$ cat src/hw/rtl/ncd_pkg.sv
// ---------------------------------------------------------------------------
// Negative cycle detector package
// Shared sizes, item types, state encoding and controller/datapath bundles.
// ---------------------------------------------------------------------------
package ncd_pkg;

    localparam int MAX_NODES = 4096;
    localparam int MAX_EDGES = 16384;
    localparam int DIST_BITS = 48;

    localparam int NODE_W   = $clog2(MAX_NODES);
    localparam int NCNT_W   = NODE_W + 1;
    localparam int EIDX_W   = $clog2(MAX_EDGES + 1);
    localparam int EADDR_W  = $clog2(MAX_EDGES);
    localparam int WEIGHT_W = 32;

    localparam logic [1:0] KIND_ADD   = 2'd0;
    localparam logic [1:0] KIND_CLEAR = 2'd1;
    localparam logic [1:0] KIND_CHECK = 2'd2;

    localparam logic IDX_NODE_COUNT  = 1'b0;
    localparam logic IDX_SOURCE_NODE = 1'b1;

    typedef struct packed {
        logic [1:0]                 kind;
        logic [11:0]                edge_from;
        logic [11:0]                edge_to;
        logic signed [WEIGHT_W-1:0] edge_weight;
    } in_item_t;

    typedef struct packed {
        logic no_negative_cycle;
        logic edges_dropped;
    } out_item_t;

    typedef enum logic [3:0] {
        ST_WIPE,
        ST_IDLE,
        ST_ADD,
        ST_INIT,
        ST_POP,
        ST_POP_WAIT,
        ST_READ_U,
        ST_EDGE,
        ST_EDGE_WAIT,
        ST_RELAX,
        ST_DONE
    } state_t;

    typedef struct packed {
        logic accept_add;
        logic accept_clear;
        logic accept_check;
        logic wipe;
        logic add_write;
        logic init;
        logic pop;
        logic pop_wait;
        logic read_u;
        logic edge_read;
        logic edge_wait;
        logic relax;
        logic finish;
    } cmd_t;

    typedef struct packed {
        logic wipe_last;
        logic src_out;
        logic init_last;
        logic used_zero;
        logic edge_zero;
        logic target_out;
        logic abort;
        logic out_busy;
    } status_t;

endpackage

$ cat src/hw/rtl/ncd_ctrl.sv
// ---------------------------------------------------------------------------
// Negative cycle detector controller
// Sequences edge loads, graph clears and the queue-driven relaxation walk.
// ---------------------------------------------------------------------------
module ncd_ctrl (
    input  logic              clk,
    input  logic              rst_n,
    input  logic              in_valid,
    input  logic [1:0]        in_kind,
    output logic              in_stall,
    input  ncd_pkg::status_t  status,
    output ncd_pkg::cmd_t     cmd
);
    import ncd_pkg::*;

    state_t state_reg;
    state_t state_next;

    always_ff @(posedge clk or negedge rst_n)
    begin
        if (!rst_n)
        begin
            state_reg <= ST_WIPE;
        end
        else
        begin
            state_reg <= state_next;
        end
    end

    always_comb
    begin
        state_next = state_reg;
        unique case (state_reg)
            ST_WIPE:
            begin
                if (status.wipe_last)
                begin
                    state_next = ST_IDLE;
                end
            end
            ST_IDLE:
            begin
                if (in_valid)
                begin
                    unique case (in_kind)
                        KIND_ADD:   state_next = ST_ADD;
                        KIND_CLEAR: state_next = ST_WIPE;
                        KIND_CHECK: state_next = status.src_out ? ST_DONE : ST_INIT;
                        default:    state_next = ST_IDLE;
                    endcase
                end
            end
            ST_ADD:       state_next = ST_IDLE;
            ST_INIT:
            begin
                if (status.init_last)
                begin
                    state_next = ST_POP;
                end
            end
            ST_POP:       state_next = status.used_zero ? ST_DONE : ST_POP_WAIT;
            ST_POP_WAIT:  state_next = ST_READ_U;
            ST_READ_U:    state_next = ST_EDGE;
            ST_EDGE:      state_next = status.edge_zero ? ST_POP : ST_EDGE_WAIT;
            ST_EDGE_WAIT: state_next = status.target_out ? ST_EDGE : ST_RELAX;
            ST_RELAX:     state_next = status.abort ? ST_DONE : ST_EDGE;
            ST_DONE:
            begin
                if (!status.out_busy)
                begin
                    state_next = ST_IDLE;
                end
            end
            default:      state_next = ST_IDLE;
        endcase
    end

    always_comb
    begin
        cmd          = '0;
        in_stall     = (state_reg != ST_IDLE);
        unique case (state_reg)
            ST_IDLE:
            begin
                cmd.accept_add   = in_valid && (in_kind == KIND_ADD);
                cmd.accept_clear = in_valid && (in_kind == KIND_CLEAR);
                cmd.accept_check = in_valid && (in_kind == KIND_CHECK);
            end
            ST_WIPE:      cmd.wipe      = 1'b1;
            ST_ADD:       cmd.add_write = 1'b1;
            ST_INIT:      cmd.init      = 1'b1;
            ST_POP:       cmd.pop       = !status.used_zero;
            ST_POP_WAIT:  cmd.pop_wait  = 1'b1;
            ST_READ_U:    cmd.read_u    = 1'b1;
            ST_EDGE:      cmd.edge_read = !status.edge_zero;
            ST_EDGE_WAIT: cmd.edge_wait = 1'b1;
            ST_RELAX:     cmd.relax     = 1'b1;
            ST_DONE:      cmd.finish    = !status.out_busy;
            default:      cmd           = '0;
        endcase
    end

endmodule

$ cat config.mk
export PLATFORM = sky130hd
export DESIGN_NAME = ncd_ctrl
export DESIGN_NICKNAME = d
export VERILOG_FILES = /design/src/hw/rtl/ncd_pkg.sv /design/src/hw/rtl/ncd_ctrl.sv
export SDC_FILE = /design/constraint.sdc
export NUM_CORES = 1
export LEC_CHECK = 0
export BUFFER_PORTS_ARGS = -buffer_cell sky130_fd_sc_hd__buf_4
export CAP_MARGIN = 20
export CORE_UTILIZATION = 30
export DETAILED_ROUTE_END_ITERATION = 16
export HOLD_SLACK_MARGIN = 0.06
export PLACE_DENSITY_LB_ADDON = 0.12
export SYNTH_ARGS = -nofsm -noshare
export SYNTH_HDL_FRONTEND = slang
export SYNTH_SLANG_ARGS = --single-unit
$ cat constraint.sdc
create_clock -name clk -period 1.99 [get_ports clk]
set_input_delay 0.0995 -clock clk [delete_from_list [all_inputs] [get_ports clk]]
set_output_delay 0.0995 -clock clk [all_outputs]
set_load 0.02 [all_outputs]
==> results of run 1 <==
==> layout make-up <==
cell class	count	area, µm²
Multi-Input combinational cell	62	389
Sequential cell	4	100
Clock buffer	3	22.5
Fill cell	169	795
Timing Repair Buffer	32	243
Tap cell	16	20.0
Inverter	2	7.51
==> cell usage in the layout, fill, tap and decap left out, types with 2 or more instances in the layout <==
cell type / count
o21ai_0: 3
dfrtp_1: 4
nor3b_1: 2
a31oi_1: 2
buf_4: 31
a21oi_2: 2
nand4b_1: 3
a21oi_1: 5
nand2b_1: 6
clkbuf_4: 3
nor3_1: 7
nand3b_1: 2
nor2_1: 10
inv_1: 2
nor4_1: 2
or3_1: 2
nand2_1: 5
==> cell usage after synthesis, types with 2 or more instances <==
master    count  share of area (%)
a21oi_1       5                4.7
a21oi_2       2                3.3
a31oi_1       2                2.4
clkbuf_1      4                2.8
dfrtp_1       4                 19
inv_1         2                1.4
nand2_1       5                3.6
nand2b_1      6                7.1
nand3b_1      2                2.8
nand4b_1      3                5.0
nor2_1       10                7.1
nor3_1        7                6.6
nor3b_1       2                2.8
nor4_1        2                2.4
o21ai_0       3                2.8
or3_1         2                2.4
==> worst max-delay path by stage <==
stage	start	end	slack (ps)	depth (start not counted)
after floorplan	state_reg[1]	cmd[10]	300	4
after global placement	state_reg[0]	state_reg[0]	420	4
after detailed placement	state_reg[0]	state_reg[0]	390	4
after CTS	state_reg[0]	cmd[10]	280	5
after global routing	state_reg[0]	cmd[10]	90	5
final	state_reg[2]	cmd[10]	300	5
==> kinds of logic after synthesis <==
family | after synthesis | share of synthesized area [%]
AND/OR/NAND/NOR | 43 | 47.9
AO/OA/AOI/OAI | 18 | 23.0
buffers and inverters | 8 | 7.34
flip-flops | 4 | 19.0
multiplexers | 1 | 2.84
==> worst register-to-register path, delay by kind of cell, from the launching register on <==
kind,cells,cell delay [ps]
simple gates,1,490
flops,1,450
mux,1,300
compound gates,2,230
==> layer usage <==
layer | GRT usage (%) | share of wire (%) | vias to the layer above
met2 | 22.1 | 45 | 17
li1 | - | - | 332
met1 | 25.6 | 51 | 303
met5 | 0 | 0 | -
met3 | 2.92 | 3.8 | 3
met4 | 3.64 | 0.87 | 0
==> power by group through the flow <==
stage	registers [mW]	clock network [mW]	logic, mW
2_1_floorplan	0.137	0	0.565
3_3_place_gp	0.162	0	0.790
3_5_place_dp	0.164	0	0.790
4_1_cts	0.163	0.107	0.794
5_1_grt	0.170	0.113	0.867
6_report	0.163	0.101	0.794
==> stage by stage <==
step | setup WS (ps) | instance area [µm²] | util (%) | instances | hold slack [ps]
floorplan | 296 | 528 | - | 74 | -196
global placement | 422 | 749 | 47.5 | 115 | -103
detailed placement | 392 | 749 | 47.5 | 115 | -103
CTS | 285 | 782 | 49.6 | 119 | 134
global route | 93.0 | 782 | 49.6 | 119 | 154
finish | 302 | 782 | 49.6 | 119 | 129
==> timing repair <==
action	4_1_cts	5_1_grt
hold buffers	1	0
hold endpoints to repair	4	0
resized for setup	0	0
==> results.toml, run 1 <==
[timing]
final_hold_viol_count = 0
fin_tns_setup_ps = 0
relSlewSlack_pct = 78.1
finalCritPeriodShare_pct = 84.8
slew_violations = 0
min_period_ps = 1690
tightest_slew_ps = 328
rsz0062_at_grt = "false"
setup_viol = 0
finClkSkew_ps = 4.64
fmax_mhz = 593

[min_path]
min-delay-start = "status[0]"
hp-class = "primary input to flip-flop"
worst_hold_path.endpoint = "state_reg[3]"
min_path_cells = 3

[clock_network]
cts.path.max_buffers = 2
cts.sinks = 4
insertion_delay_ps = 240
cts-buffers-inserted = 3
cts_max_level = 1
cts-root-buf = "clkbuf_4"
post_cts_buffers = 0
clk_pin_slew_worst_paths_ps = 30
cts_tree = "built"

[setup_path]
crit_buf_inv = 2
cp_slowest_stage_delay_ps = 450
worstRegToRegCells = 4
cp_max_fo = 7
crit_family = "simple AND/OR/NAND/NOR gates"
r2r_end = "state_reg[0]"
worstSetupPathType = "flip-flop to primary output"
r2r-start = "state_reg[0]"
path_common_cell = "buf_4"
slowest_stage = "dfrtp_1"
startpoint_type = "flip-flop"
crit_arrival_ps = 1590
endpoint_kind = "primary output"
rrSetupSlack_ps = 390
crit_chain = "nor4b_1 > buf_4 > nand2_1 > nor3b_1 > buf_4"
cp.required_ps = 1890

[synthesis]
yosysSeqAreaShare_pct = 19.0
ys_ff_latch = 4
synth_ff_type = "dfrtp_1"
synth_area_um2 = 528
synth_area_per_cell_um2 = 7.14
synth_fp_nets = 87
synth_edf_count = 0
synth_cell_types = 29
yosysWarningCount = 0
synthArstFlopShare_pct = 100
syn_inst = 74

[placed_design]
globalplace.congestion = 0.778
hpwl_um = 1170
portBuffers = 26

[power_and_ir_drop]
p_total_mw = 1.06
leakage_nw = 0.344
seqPwrFrac_pct = 15.4
p_clk_share_pct = 9.5
pwr-share-comb_pct = 75.1
p_sw_share_pct = 48.3
p_int_mw = 0.546
power_density_nw_per_um2 = 1350
irDropWorstVdd_mv = 0.585
power_switching_mw = 0.511

[global_routing]
antenna_found_initial = 0
grt_pass1_wl_um = 2320
grtUsageTotal_pct = 16.1
overflow = 0
grt_pass1_vias = 506
grt_max_degree = 16

[finish]
antenna_cells = 0
syn2layout_area_growth_pct = 48.1
final_nets = 118
drive_above_1_share_pct = 37.9
largest_reg_flops = 4

[detailed_routing]
routed_wl_um = 1500
drt_iter0_markers = 20
vias_per_cell = 5.50
drc = 0
num_vias = 655
dr.pass1.iters = 6
wire_per_inst_um = 12.6
detail-route-antenna-nets = 0

[floorplanning]
start_util_pct = 33.5
die_area_um2 = 1930
num_io_pins = 27
die_w_um = 44.0
die_y_um = 44.0
row_count = 14
coreArea_um2 = 1580

[run]
drv_cap = 0

[outcome]
status = "complete, no violations"
Note: power is estimated with default switching activity, not from simulation.
==> run 2: changes to the inputs <==
==> constraint.sdc (replaced) <==
create_clock -name clk -period 1.6 [get_ports clk]
set_input_delay 0.08 -clock clk [delete_from_list [all_inputs] [get_ports clk]]
set_output_delay 0.08 -clock clk [all_outputs]
set_load 0.02 [all_outputs]
==> run 2 against run 1 <==
Against the previous run:
- the flow now finishes with violations (setup timing)
- die area unchanged
- core utilization up 8.9 points
- highest routed layer is now met3
- combinational power up 59%
- global-route usage up 1.5 points
- largest cell class unchanged
- worst setup slack worse by 320 ps
- final cell count up 8.4%
- power up 50%
- sequential power up 23%
==> results.toml, run 2 (synthesis results as in run 1) <==
[timing]
finalCritPeriodShare_pct = 101
setup_viol = 2
finClkSkew_ps = 6.82
relSlewSlack_pct = 79.2
min_period_ps = 1620
final_hold_viol_count = 0
rsz0062_at_grt = "true"
fmax_mhz = 617
worst_slack_ps = -22.0
fin_worst_hold_slack_ps = 127
slew_violations = 0
tightest_slew_ps = 310

[floorplanning]
die_area_um2 = 1930
start_util_pct = 33.5
die_w_um = 44.0
num_io_pins = 27
coreArea_um2 = 1580
die_y_um = 44.0
row_count = 14

[finish]
final_cell_mix = "39 x buf_4, 10 x nor2_1, 6 x nand2b_1, 6 x nor3_1, 5 x a21oi_1"
antenna_cells = 0
final_common_cell = "buf_4"
final_util_pct = 58.5
fin_cells = 129
fill_cells = 156
drive_above_1_share_pct = 51.3
syn2layout_area_growth_pct = 74.6
final_nets = 128
largest_reg_flops = 4

[setup_path]
cp.required_ps = 1520
worstSetupPathType = "flip-flop to primary output"
startpoint_type = "flip-flop"
crit_arrival_ps = 1540
cp_max_fo = 3
endpoint_kind = "primary output"

[clock_network]
cts_max_level = 1
cts.path.max_buffers = 2
clk_pin_slew_worst_paths_ps = 30
cts-buffers-inserted = 3
insertion_delay_ps = 230
cts-root-buf = "clkbuf_4"
cts_tree = "built"
cts.sinks = 4

[global_routing]
antenna_found_initial = 0
grt_max_degree = 14
grtUsageTotal_pct = 17.6
overflow = 0
grt_pass1_vias = 606
grt_pass1_wl_um = 2590

[placed_design]
portBuffers = 26
dpl.cell_count = 122
post-place-ws_ps = 41.3
hpwl_um = 1270
globalplace.congestion = 0.839

[detailed_routing]
dr.pass1.iters = 6
wire_per_inst_um = 13.0
wl_met2_um = 810
vias_per_cell = 5.53
num_vias = 713
drc = 0
m1WireLength_um = 775
drt_iter0_markers = 13
wl_met3_um = 94
top_layer = "met3"
detail-route-antenna-nets = 0
routed_wl_um = 1680

[power_and_ir_drop]
irDropWorstVdd_mv = 0.861
power_density_nw_per_um2 = 1720
leakage_nw = 0.414

[outcome]
status = "finished with violations"
violations = "setup timing"

[run]
drv_cap = 0

[min_path]
hp-class = "primary input to flip-flop"
==> run 2: metal layers <==
| layer | vias up | GRT usage [%] |
|---|---|---|
| met2 | 32 | 28.7 |
| met3 | 0 | 1.67 |
| li1 | 353 | - |
| met4 | 0 | 5.45 |
| met5 | - | 0 |
| met1 | 328 | 24.4 |
==> run 2: power breakdown <==
group	internal, mW	switching (mW)	total (mW)
Clock	0.0838	0.0400	0.124
Combinational	0.629	0.635	1.26
Sequential	0.145	0.0566	0.201
Total	0.857	0.732	1.59
==> run 2: path summary, 6_finish.rpt <==
path / slack (ps) / start / cells past startpoint / to
max in group asynchronous: 1300 / rst_n / 2 / state_reg[2]
min in group asynchronous: 180 / rst_n / 2 / state_reg[0]
max reg2reg: 30 / state_reg[1] / 4 / state_reg[0]
max: -20 / state_reg[3] / 6 / cmd[11]
min: 130 / status[0] / 3 / state_reg[3]
min reg2reg: 800 / state_reg[0] / 2 / state_reg[0]
==> run 2: layout make-up <==
type	count	area, µm²	share of cell area [%]
tap	16	20.0	2.17
sequential	4	101	11.0
timing repair buffer	42	325	35.3
inverter	2	10.0	1.09
multi-input combinational	62	443	48.0
clock buffer	3	22.5	2.44
==> run 2: timing repair <==
item / in CTS / in global routing
hold buffers: 1 / 0
gates resized for setup: 9 / 7
setup endpoints to repair: 3 / 9
endpoints found under the hold margin: 4 / 0
pin swaps: 3 / 1
setup buffers: 3 / 0
==> run 2: stage by stage <==
step | area (µm²) | power (mW) | setup TNS, ps
2_1_floorplan | 528 | 0.872 | -142
3_3_place_gp | 802 | 1.28 | 0
3_5_place_dp | 802 | 1.28 | 0
4_1_cts | 897 | 1.55 | -53.6
5_1_grt | 922 | 1.71 | -331
6_report | 922 | 1.59 | -31.2
==> run 2: critical path, stage by stage (launching register included) <==
cell	delay, ps
dfrtp_1	380
buf_6	130
nor4b_4	250
buf_4	170
nand2_4	50
nor3b_2	170
buf_4	160
